[src/hdl/cpid_pkg.sv]
`default_nettype none

package cpid_pkg;

   // Motor slot storage. A command's slot number is the low bits of the selection sum.
   localparam int SLOT_W      = 4;
   localparam int MOTOR_SLOTS = 1 << SLOT_W;

   // Working widths of the shared arithmetic unit.
   localparam int OPD_W  = 19;
   localparam int GAIN_W = 32;
   localparam int FRAC_W = 24;
   localparam int PROD_W = OPD_W + GAIN_W - FRAC_W;
   localparam int ACC_W  = 30;

   localparam int CSR_IDX_W = 3;

   localparam logic [CSR_IDX_W-1:0] CSR_POS_KP = 3'd0;
   localparam logic [CSR_IDX_W-1:0] CSR_POS_KI = 3'd1;
   localparam logic [CSR_IDX_W-1:0] CSR_POS_KD = 3'd2;
   localparam logic [CSR_IDX_W-1:0] CSR_SPD_KP = 3'd3;
   localparam logic [CSR_IDX_W-1:0] CSR_SPD_KI = 3'd4;
   localparam logic [CSR_IDX_W-1:0] CSR_SPD_KD = 3'd5;

   localparam logic [GAIN_W-1:0] POS_KP_RESET = 32'd7549747;
   localparam logic [GAIN_W-1:0] POS_KI_RESET = 32'd336;
   localparam logic [GAIN_W-1:0] POS_KD_RESET = 32'd0;
   localparam logic [GAIN_W-1:0] SPD_KP_RESET = 32'd117440512;
   localparam logic [GAIN_W-1:0] SPD_KI_RESET = 32'd1342177;
   localparam logic [GAIN_W-1:0] SPD_KD_RESET = 32'd134217728;

   localparam logic FUNC_FEEDBACK = 1'b0;
   localparam logic FUNC_COMMAND  = 1'b1;

   localparam logic [1:0] KIND_M = 2'd0;
   localparam logic [1:0] KIND_G = 2'd1;

   localparam logic [1:0] MODE_POSITION = 2'd0;
   localparam logic [1:0] MODE_SPEED    = 2'd1;
   localparam logic [1:0] MODE_DIRECT   = 2'd2;
   localparam logic [1:0] MODE_ZERO     = 2'd3;

   localparam logic [10:0] FB_ID_FIRST = 11'h201;
   localparam logic [10:0] FB_ID_LAST  = 11'h208;
   localparam logic [10:0] TX_ID_LOW   = 11'h200;
   localparam logic [10:0] TX_ID_HIGH  = 11'h1FF;
   localparam logic [10:0] TX_ID_ALT   = 11'h2FF;
   localparam logic [10:0] TX_ID_NONE  = 11'h000;

   localparam logic signed [OPD_W-1:0] WRAP_HALF     = 19'sd4096;
   localparam logic signed [OPD_W-1:0] WRAP_FULL     = 19'sd8192;
   localparam logic signed [OPD_W-1:0] ANGLE_INT_LIM = 19'sd500;
   localparam logic signed [OPD_W-1:0] SPEED_INT_LIM = 19'sd800;
   localparam logic signed [ACC_W-1:0] ANGLE_OUT_LIM = 30'sd300;
   localparam logic signed [ACC_W-1:0] SPEED_OUT_LIM = 30'sd20000;

   typedef struct packed {
      logic               func;
      logic [10:0]        frame_id;
      logic [15:0]        feedback_angle;
      logic signed [15:0] feedback_speed;
      logic [1:0]         motor_kind;
      logic [3:0]         motor_number;
      logic [1:0]         mode;
      logic signed [15:0] direct_torque;
      logic signed [15:0] speed_demand;
      logic [12:0]        angle_demand;
   } req_type;

   typedef struct packed {
      logic [10:0]        tx_id;
      logic [63:0]        frame_data;
      logic signed [15:0] drive_value;
   } rsp_type;

   typedef struct packed {
      logic clear;
      logic issue;
   } mac_ctrl_type;

   function automatic logic signed [OPD_W-1:0] clamp_opd(
      input logic signed [OPD_W-1:0] v,
      input logic signed [OPD_W-1:0] lim
   );
      logic signed [OPD_W-1:0] r;
      if (v > lim) begin
         r = lim;
      end else if (v < -lim) begin
         r = -lim;
      end else begin
         r = v;
      end
      return r;
   endfunction

   function automatic logic signed [ACC_W-1:0] clamp_acc(
      input logic signed [ACC_W-1:0] v,
      input logic signed [ACC_W-1:0] lim
   );
      logic signed [ACC_W-1:0] r;
      if (v > lim) begin
         r = lim;
      end else if (v < -lim) begin
         r = -lim;
      end else begin
         r = v;
      end
      return r;
   endfunction

endpackage

`default_nettype wire

[src/hdl/cpid_mac.sv]
`default_nettype none

module cpid_mac import cpid_pkg::*; (
   input  wire logic                    clock,
   input  wire logic                    reset,
   input  wire mac_ctrl_type            ctrl,
   input  wire logic signed [OPD_W-1:0] opd,
   input  wire logic [GAIN_W-1:0]       gain,
   output logic signed [ACC_W-1:0]      acc
);

   logic [OPD_W-1:0]          mag;
   logic [OPD_W+GAIN_W-1:0]   full;
   logic [PROD_W-1:0]         prod_in;
   logic [PROD_W-1:0]         prod_ff;
   logic                      neg_ff;
   logic                      pvld_ff;
   logic signed [ACC_W-1:0]   term;
   logic signed [ACC_W-1:0]   acc_in;
   logic signed [ACC_W-1:0]   acc_ff;

   // Sign and magnitude, so that the truncated product rounds toward zero.
   always_comb begin
      mag     = opd[OPD_W-1] ? -opd : opd;
      full    = (OPD_W+GAIN_W)'(mag) * (OPD_W+GAIN_W)'(gain);
      prod_in = full[OPD_W+GAIN_W-1:FRAC_W];
   end

   always_comb begin
      term = ACC_W'(prod_ff);
      if (neg_ff) begin
         term = -term;
      end
      if (ctrl.clear) begin
         acc_in = '0;
      end else if (pvld_ff) begin
         acc_in = acc_ff + term;
      end else begin
         acc_in = acc_ff;
      end
   end

   always_ff @(posedge clock) begin
      if (reset) begin
         pvld_ff <= 1'b0;
         acc_ff  <= '0;
      end else begin
         pvld_ff <= ctrl.issue;
         acc_ff  <= acc_in;
      end
      if (ctrl.issue) begin
         prod_ff <= prod_in;
         neg_ff  <= opd[OPD_W-1];
      end
   end

   assign acc = acc_ff;

endmodule

`default_nettype wire

[src/hdl/cascaded_pid_motor_current_command_unit.sv]
// Channel   Direction  Ports                               Moves
// request   in         req_valid, req_stall, req_payload   feedback or command item
// response  out        rsp_valid, rsp_stall, rsp_payload   transmit id, frame, torque
// csr       in         csr_we, csr_index, csr_wdata        loop gain write
//
// A command in position mode runs the position loop and then the speed loop, speed mode
// only the speed loop, and direct or zero mode neither. A feedback request with a frame
// id from 0x201 to 0x208 is stored at once; the next request is taken in the following
// cycle. The single 19x32 multiplier forms each loop's three products in turn.
// Reset is synchronous and clears the gains to their defaults and all slot state to zero.
// While a response is stalled the block holds its next result until the output is free.
`default_nettype none

module cascaded_pid_motor_current_command_unit import cpid_pkg::*; (
   input  wire logic                 clock,
   input  wire logic                 reset,
   input  wire logic                 req_valid,
   output logic                      req_stall,
   input  wire req_type              req_payload,
   output logic                      rsp_valid,
   input  wire logic                 rsp_stall,
   output rsp_type                   rsp_payload,
   input  wire logic                 csr_we,
   input  wire logic [CSR_IDX_W-1:0] csr_index,
   input  wire logic [GAIN_W-1:0]    csr_wdata
);

   typedef enum logic [2:0] {
      ST_IDLE,
      ST_ERR,
      ST_MUL,
      ST_DRAIN,
      ST_CLAMP,
      ST_OUT
   } state_type;

   state_type                state_ff;
   logic                     loop_ff;      // high while the speed loop runs
   logic [1:0]               k_ff;
   logic [SLOT_W-1:0]        slot_ff;
   logic [1:0]               kind_ff;
   logic [3:0]               id_ff;
   logic [12:0]              tgt_angle_ff;
   logic signed [15:0]       tgt_speed_ff;
   logic signed [15:0]       torque_ff;
   logic signed [OPD_W-1:0]  e_ff;
   logic signed [OPD_W-1:0]  i_ff;
   logic signed [OPD_W-1:0]  d_ff;
   logic                     rsp_valid_ff;
   rsp_type                  rsp_payload_ff;

   logic [GAIN_W-1:0] pos_kp_ff, pos_ki_ff, pos_kd_ff;
   logic [GAIN_W-1:0] spd_kp_ff, spd_ki_ff, spd_kd_ff;

   logic [15:0]        meas_angle_ff  [MOTOR_SLOTS];
   logic signed [15:0] meas_speed_ff  [MOTOR_SLOTS];
   logic signed [10:0] angle_int_ff   [MOTOR_SLOTS];
   logic signed [16:0] angle_prev_ff  [MOTOR_SLOTS];
   logic signed [10:0] speed_int_ff   [MOTOR_SLOTS];
   logic signed [17:0] speed_prev_ff  [MOTOR_SLOTS];

   logic                     req_accept;
   logic                     fb_hit;
   logic [SLOT_W-1:0]        fb_slot;
   logic [SLOT_W-1:0]        cmd_slot;
   logic [10:0]              fb_off;
   logic [7:0]               slot_sum;

   logic signed [OPD_W-1:0]  ta_ext, ma_ext, ea_raw, ea_wrap, ea, ai_new, da;
   logic signed [OPD_W-1:0]  ts_ext, ms_ext, es, si_new, ds;
   logic signed [OPD_W-1:0]  e_in, i_in, d_in;
   logic signed [OPD_W-1:0]  mac_opd;
   logic [GAIN_W-1:0]        mac_gain;
   logic signed [ACC_W-1:0]  mac_acc;
   logic signed [ACC_W-1:0]  acc_sat;
   mac_ctrl_type             mac_ctrl;

   logic                     id_ok;
   logic [1:0]               pos;
   logic [10:0]              tx_id_in;
   logic [63:0]              frame_in;
   logic                     out_free;

   assign req_accept = req_valid && !req_stall;
   assign req_stall  = (state_ff != ST_IDLE);
   assign out_free   = !rsp_valid_ff || !rsp_stall;

   // Feedback slot and command slot selection.
   always_comb begin
      fb_hit  = (req_payload.frame_id >= FB_ID_FIRST) && (req_payload.frame_id <= FB_ID_LAST);
      fb_off  = req_payload.frame_id - FB_ID_FIRST;
      fb_slot = fb_off[SLOT_W-1:0];
      case (req_payload.motor_kind)
         KIND_M:  slot_sum = {4'b0, req_payload.motor_number} + 8'd255;
         KIND_G:  slot_sum = {4'b0, req_payload.motor_number} + 8'd3;
         default: slot_sum = 8'd0;
      endcase
      cmd_slot = slot_sum[SLOT_W-1:0];
   end

   // Error, integral and derivative terms of both loops for the current slot.
   always_comb begin
      ta_ext  = OPD_W'(tgt_angle_ff);
      ma_ext  = OPD_W'(meas_angle_ff[slot_ff]);
      ea_raw  = ta_ext - ma_ext;
      ea_wrap = (ea_raw > WRAP_HALF) ? ea_raw - WRAP_FULL : ea_raw;
      ea      = (ea_wrap < -WRAP_HALF) ? ea_wrap + WRAP_FULL : ea_wrap;
      ai_new  = clamp_opd(OPD_W'(angle_int_ff[slot_ff]) + ea, ANGLE_INT_LIM);
      da      = ea - OPD_W'(angle_prev_ff[slot_ff]);

      ts_ext  = OPD_W'(tgt_speed_ff);
      ms_ext  = OPD_W'(meas_speed_ff[slot_ff]);
      es      = ts_ext - ms_ext;
      si_new  = clamp_opd(OPD_W'(speed_int_ff[slot_ff]) + es, SPEED_INT_LIM);
      ds      = es - OPD_W'(speed_prev_ff[slot_ff]);

      e_in = loop_ff ? es : ea;
      i_in = loop_ff ? si_new : ai_new;
      d_in = loop_ff ? ds : da;
   end

   // Operand and gain for the shared multiplier.
   always_comb begin
      case (k_ff)
         2'd0: begin
            mac_opd  = e_ff;
            mac_gain = loop_ff ? spd_kp_ff : pos_kp_ff;
         end
         2'd1: begin
            mac_opd  = i_ff;
            mac_gain = loop_ff ? spd_ki_ff : pos_ki_ff;
         end
         default: begin
            mac_opd  = d_ff;
            mac_gain = loop_ff ? spd_kd_ff : pos_kd_ff;
         end
      endcase
      mac_ctrl.clear = (state_ff == ST_ERR);
      mac_ctrl.issue = (state_ff == ST_MUL);
      acc_sat = clamp_acc(mac_acc, loop_ff ? SPEED_OUT_LIM : ANGLE_OUT_LIM);
   end

   cpid_mac u_mac (
      .clock (clock),
      .reset (reset),
      .ctrl  (mac_ctrl),
      .opd   (mac_opd),
      .gain  (mac_gain),
      .acc   (mac_acc)
   );

   // Transmit frame assembly.
   always_comb begin
      id_ok = (id_ff >= 4'd1) && (id_ff <= 4'd8);
      pos   = (id_ff <= 4'd4) ? 2'(id_ff - 4'd1) : 2'(id_ff - 4'd5);
      tx_id_in = TX_ID_NONE;
      if (kind_ff == KIND_M && id_ok) begin
         tx_id_in = (id_ff <= 4'd4) ? TX_ID_LOW : TX_ID_HIGH;
      end else if (kind_ff == KIND_G && id_ok) begin
         tx_id_in = (id_ff <= 4'd4) ? TX_ID_HIGH : TX_ID_ALT;
      end
      case (pos)
         2'd0:    frame_in = {torque_ff, 48'b0};
         2'd1:    frame_in = {16'b0, torque_ff, 32'b0};
         2'd2:    frame_in = {32'b0, torque_ff, 16'b0};
         default: frame_in = {48'b0, torque_ff};
      endcase
      if (!id_ok) begin
         frame_in = '0;
      end
   end

   always_ff @(posedge clock) begin
      if (reset) begin
         state_ff     <= ST_IDLE;
         loop_ff      <= 1'b0;
         k_ff         <= 2'd0;
         rsp_valid_ff <= 1'b0;
         pos_kp_ff    <= POS_KP_RESET;
         pos_ki_ff    <= POS_KI_RESET;
         pos_kd_ff    <= POS_KD_RESET;
         spd_kp_ff    <= SPD_KP_RESET;
         spd_ki_ff    <= SPD_KI_RESET;
         spd_kd_ff    <= SPD_KD_RESET;
         for (int s = 0; s < MOTOR_SLOTS; s++) begin
            meas_angle_ff[s] <= '0;
            meas_speed_ff[s] <= '0;
            angle_int_ff[s]  <= '0;
            angle_prev_ff[s] <= '0;
            speed_int_ff[s]  <= '0;
            speed_prev_ff[s] <= '0;
         end
      end else begin
         if (csr_we) begin
            unique case (csr_index)
               CSR_POS_KP: pos_kp_ff <= csr_wdata;
               CSR_POS_KI: pos_ki_ff <= csr_wdata;
               CSR_POS_KD: pos_kd_ff <= csr_wdata;
               CSR_SPD_KP: spd_kp_ff <= csr_wdata;
               CSR_SPD_KI: spd_ki_ff <= csr_wdata;
               CSR_SPD_KD: spd_kd_ff <= csr_wdata;
               default: ;
            endcase
         end

         // In the output state a freed register is refilled below instead.
         if (rsp_valid_ff && !rsp_stall && state_ff != ST_OUT) begin
            rsp_valid_ff <= 1'b0;
         end

         unique case (state_ff)
            ST_IDLE: begin
               if (req_accept && req_payload.func == FUNC_FEEDBACK) begin
                  if (fb_hit) begin
                     meas_angle_ff[fb_slot] <= req_payload.feedback_angle;
                     meas_speed_ff[fb_slot] <= req_payload.feedback_speed;
                  end
               end else if (req_accept) begin
                  slot_ff      <= cmd_slot;
                  kind_ff      <= req_payload.motor_kind;
                  id_ff        <= req_payload.motor_number;
                  tgt_angle_ff <= req_payload.angle_demand;
                  tgt_speed_ff <= req_payload.speed_demand;
                  loop_ff      <= (req_payload.mode == MODE_SPEED);
                  torque_ff    <= (req_payload.mode == MODE_DIRECT) ?
                                  req_payload.direct_torque : 16'sd0;
                  if (req_payload.mode == MODE_POSITION || req_payload.mode == MODE_SPEED)
                  begin
                     state_ff <= ST_ERR;
                  end else begin
                     state_ff <= ST_OUT;
                  end
               end
            end
            ST_ERR: begin
               e_ff <= e_in;
               i_ff <= i_in;
               d_ff <= d_in;
               k_ff <= 2'd0;
               // The operands are now held locally, so the slot state is updated here.
               if (loop_ff) begin
                  speed_int_ff[slot_ff]  <= 11'(si_new);
                  speed_prev_ff[slot_ff] <= 18'(es);
               end else begin
                  angle_int_ff[slot_ff]  <= 11'(ai_new);
                  angle_prev_ff[slot_ff] <= 17'(ea);
               end
               state_ff <= ST_MUL;
            end
            ST_MUL: begin
               k_ff <= k_ff + 2'd1;
               if (k_ff == 2'd2) begin
                  state_ff <= ST_DRAIN;
               end
            end
            ST_DRAIN: begin
               state_ff <= ST_CLAMP;
            end
            ST_CLAMP: begin
               if (loop_ff) begin
                  torque_ff <= 16'(acc_sat);
                  state_ff  <= ST_OUT;
               end else begin
                  tgt_speed_ff <= 16'(acc_sat);
                  loop_ff      <= 1'b1;
                  state_ff     <= ST_ERR;
               end
            end
            ST_OUT: begin
               if (out_free) begin
                  rsp_valid_ff               <= 1'b1;
                  rsp_payload_ff.tx_id       <= tx_id_in;
                  rsp_payload_ff.frame_data  <= frame_in;
                  rsp_payload_ff.drive_value <= torque_ff;
                  state_ff                   <= ST_IDLE;
               end
            end
            default: state_ff <= ST_IDLE;
         endcase
      end
   end

   assign rsp_valid   = rsp_valid_ff;
   assign rsp_payload = rsp_payload_ff;

endmodule

`default_nettype wire

[config.mk]
export PLATFORM = sky130hd
export DESIGN_NAME = cascaded_pid_motor_current_command_unit
export DESIGN_NICKNAME = d
export VERILOG_FILES = /design/src/hdl/cpid_pkg.sv /design/src/hdl/cpid_mac.sv /design/src/hdl/cascaded_pid_motor_current_command_unit.sv
export SDC_FILE = /design/constraint.sdc
export NUM_CORES = 2
export LEC_CHECK = 0
export BUFFER_PORTS_ARGS = -buffer_cell sky130_fd_sc_hd__buf_2
export CAP_MARGIN = 20
export CORE_MARGIN = 2
export CORE_UTILIZATION = 50
export DETAILED_ROUTE_END_ITERATION = 12
export PLACE_DENSITY = 0.66
export SYNTH_ARGS = -nofsm -noshare
export SYNTH_HDL_FRONTEND = slang
export SYNTH_SLANG_ARGS = --single-unit
export TNS_END_PERCENT = 100
[constraint.sdc]
create_clock -name clock -period 20.4 [get_ports clock]
set_input_delay 6.12 -clock clock [delete_from_list [all_inputs] [get_ports clock]]
set_output_delay 6.12 -clock clock [all_outputs]
set_load 0.01 [all_outputs]
==> impl_results.md <==
* Status: completed
* Worst-margin pin slew at about 1.2 ns
* Routed Antenna Nets at 0
* Setup Total Neg Slack at 0 ns
* Die footprint at 212000 um^2
* Via count of the routed design at approximately 70000
* XOR/XNOR share of the synthesized area at 0.0152
* H-tree Lvls at 4
* Worst Path Required at between 20 and 25 ns
* Period utilisation layout at 0.544
* Final nets at approximately 9800
* GR Overflow Total at 0
* Post-Syn Area at 104000 um^2
* RSZ-0062 raised after global routing: no
* Startpoint types: flip-flop
* Maximum clock path buffer count at 3
* CP bufs+invs at 6
* Setup violations, final at 0
* HP Class: reg -> reg
* Clk sink count at roughly 1900
* Async set-reset flop share out of synthesis at 0
* Initial Util at 0.503
* Layout cells sized above 1 at 0.150
* CP top delay family: simple AND/OR/NAND/NOR gates
* TritonCTS buffer count at about 190
* Vias/cell at roughly 5.8
* IO Count at between 200 and 250
* Gpl congestion at between 0.9 and 1
* Syn Inst Count at around 8500
* Predominant post-synthesis flop cell: edfxtp_1
* Die width at 460 um
* FMAX at approximately 0.090 GHz
* Worst Setup Path Type: reg -> reg
* Critical path depth in cells at 29
* Fin. Hold Viols at 0
* #FFs+latches synth at around 1900
* Setup crit end: i_ff[3]$_DFFE_PP_
* Critical path peak fanout at ~100
* Crit path DAT at ~12 ns
* TritonCTS clock tree: yes
* Slowest CP cell: or2_1
* Clock slew seen by the registers of the worst setup and hold paths at around 0.06 ns
* Yosys top cell area share at 0.471
* Cell taking the most area after synthesis: edfxtp_1
* Iter 0 DRT Violations at around 7100
* Pre-antenna DRT Iters at 7
* Die Y at 460 um
* Vias in the first global route at between 60000 and 70000
* Most common cell in the netlist: edfxtp_1
* Port Buffer Count at 228
* Post-CTS Setup Inserts at 0
* WL/cell at around 24 um
* Post-CTS resize count at 0
* CP max stage delay at slightly above 0.8 ns
* Max Transition Viols Final at 0
* Final HPWL DP at 180000 um
* Complex-gate fraction of the synthesized area at 0.0532
* Yosys warns at 0
* DRC at 0
* Area Overhead vs Synth at 11.1%
* Core footprint at around 210000 um^2
* Worst setup EP type: flip-flop
* Register area share after synthesis at 0.516
* Register-to-register path setup slack at 9.30 ns
* Largest family of logic cells by synthesized area: adder cells
* Row cnt at around 170
* Finished layout cell area at between 100000 and 150000 um^2
* Mux cell area share after synthesis at 0.106
* R2R Path End: i_ff[3]$_DFFE_PP_
* CP dominant cell by count: ha_1
* Synth top cells by count: edfxtp_1 (1631), nor2_1 (1221), nand2_1 (993)
* Cell Area, Placed at 109000 um^2
* Max-Cap Viols at 0
* Synth unique cells at 95
* Simple-gate area share of the yosys netlist at 0.128
* Post-synthesis adder-cell area fraction at 0.134
* First-pass GRT wire length at 426000 um
* Final Skew at about 0.066 ns
* Gr usage total at 0.269
* Worst min-delay path startpoint: spd_kd_ff[30]$_SDFFE_PP0P_
* Hold buffers post-CTS at 0
* Area contributors post-synth: edfxtp_1 (47%), fa_1 (9.9%), mux4_2 (9.5%)
* Largest net degree at the start of global routing at between 100 and 150
* R2R depth at 29
* Initial antenna violation count at 26
* Minimum clock period after layout at between 10 and 15 ns
* Skew-Pair Late Insertion Delay at 0.86 ns
* EDFF count, synth at about 1600
* Post-synthesis average cell area at ~12 um^2
* CTS Root Cell: clkbuf_16
* Final wirelength at between 200000 and 300000 um
* Headroom to the max-slew limit at 0.209
-- worst reg2reg max path, delay by kind of cell (launching register included) --
kind / cells / cell delay (ns)
buf+inv: 6 / 1.99
mux: 2 / 0.95
simple gates: 6 / 2.74
xor+xnor: 2 / 0.93
compound gates: 10 / 2.67
fa+ha+maj: 3 / 0.89
flops: 1 / 0.59
-- final cells by class --
class                   count  area (um^2)
clock buffers             233         5010
inverters                 729         2740
multi-input cells        5633        46700
clock inverters           119         1180
diodes                     14         35.0
fillers                 17000        91400
flip-flops and latches   1865        53700
well taps                2704         3380
repair buffers            399         2750
-- flip-flops by register name, indices dropped and copies added (netlist names), 19 cells and up, named ones only --
signal	cells
meas_speed_ff	256
pos_ki_ff	32
spd_kp_ff	32
speed_prev_ff	272
spd_ki_ff	32
meas_angle_ff	256
angle_prev_ff	272
i_ff	19
u_mac.acc	30
spd_kd_ff	32
speed_int_ff	176
d_ff	19
angle_int_ff	176
rsp_payload	83
e_ff	19
u_mac.prod_ff	27
pos_kp_ff	32
pos_kd_ff	32
-- cell usage in the layout, fill, tap and decap left out, types with 60 or more instances in the layout --
cell and instances:
nor3_1 60, dfxtp_1 228, o21ai_0 129, inv_1 722, mux4_2 437, xnor2_1 118
and2_1 309, nor2b_1 80, a21o_1 85, mux2_2 60, fa_1 515, clkbuf_16 193
buf_4 149, nand2_1 991, conb_1 257, nor2_1 1216, a21oi_1 329, ha_1 282
buf_2 227, edfxtp_1 1631
-- routing by layer --
metal  part of all wire  GRT usage
met1               0.38      0.348
met5            0.00039          0
met2               0.49      0.449
met3              0.084     0.0479
met4              0.044      0.109
-- per-stage QoR --
step,instances,worst slack (ns),util,hold WS [ns]
2_1_floorplan,8791,7.01,-,0.432
3_3_place_gp,11300,9.71,0.526,0.439
3_5_place_dp,11300,9.52,0.527,0.444
4_1_cts,11700,9.50,0.557,0.452
5_1_grt,11700,8.61,0.558,0.463
6_report,11700,9.30,0.558,0.449
-- worst min path at each step --
stage / endpoint / slack [ns] / cells past startpoint
floorplan: spd_kp_ff[26]$_SDFFE_PP1P_ / 0.43 / 2
global placement: spd_kd_ff[12]$_SDFFE_PP0P_ / 0.44 / 2
detailed placement: spd_ki_ff[29]$_SDFFE_PP0P_ / 0.44 / 2
CTS: pos_ki_ff[22]$_SDFFE_PP0P_ / 0.45 / 2
global route: pos_ki_ff[27]$_SDFFE_PP0P_ / 0.46 / 2
finish: spd_kd_ff[30]$_SDFFE_PP0P_ / 0.45 / 2
-- cell families (layout without fill, tap and decap cells) --
family                   Yosys count  in the layout
buffers and inverters           1293           1480
adder cells (fa/ha/maj)          803            803
other                              1            271
multiplexers                     546            546
AND/OR/NAND/NOR                 2994           2994
AO/OA/AOI/OAI                    855            855
XOR/XNOR                         178            178
flip-flops                      1865           1865
Power is not shown: default switching activity piles up to over one toggle a cycle in this logic, so the estimate is an artifact.
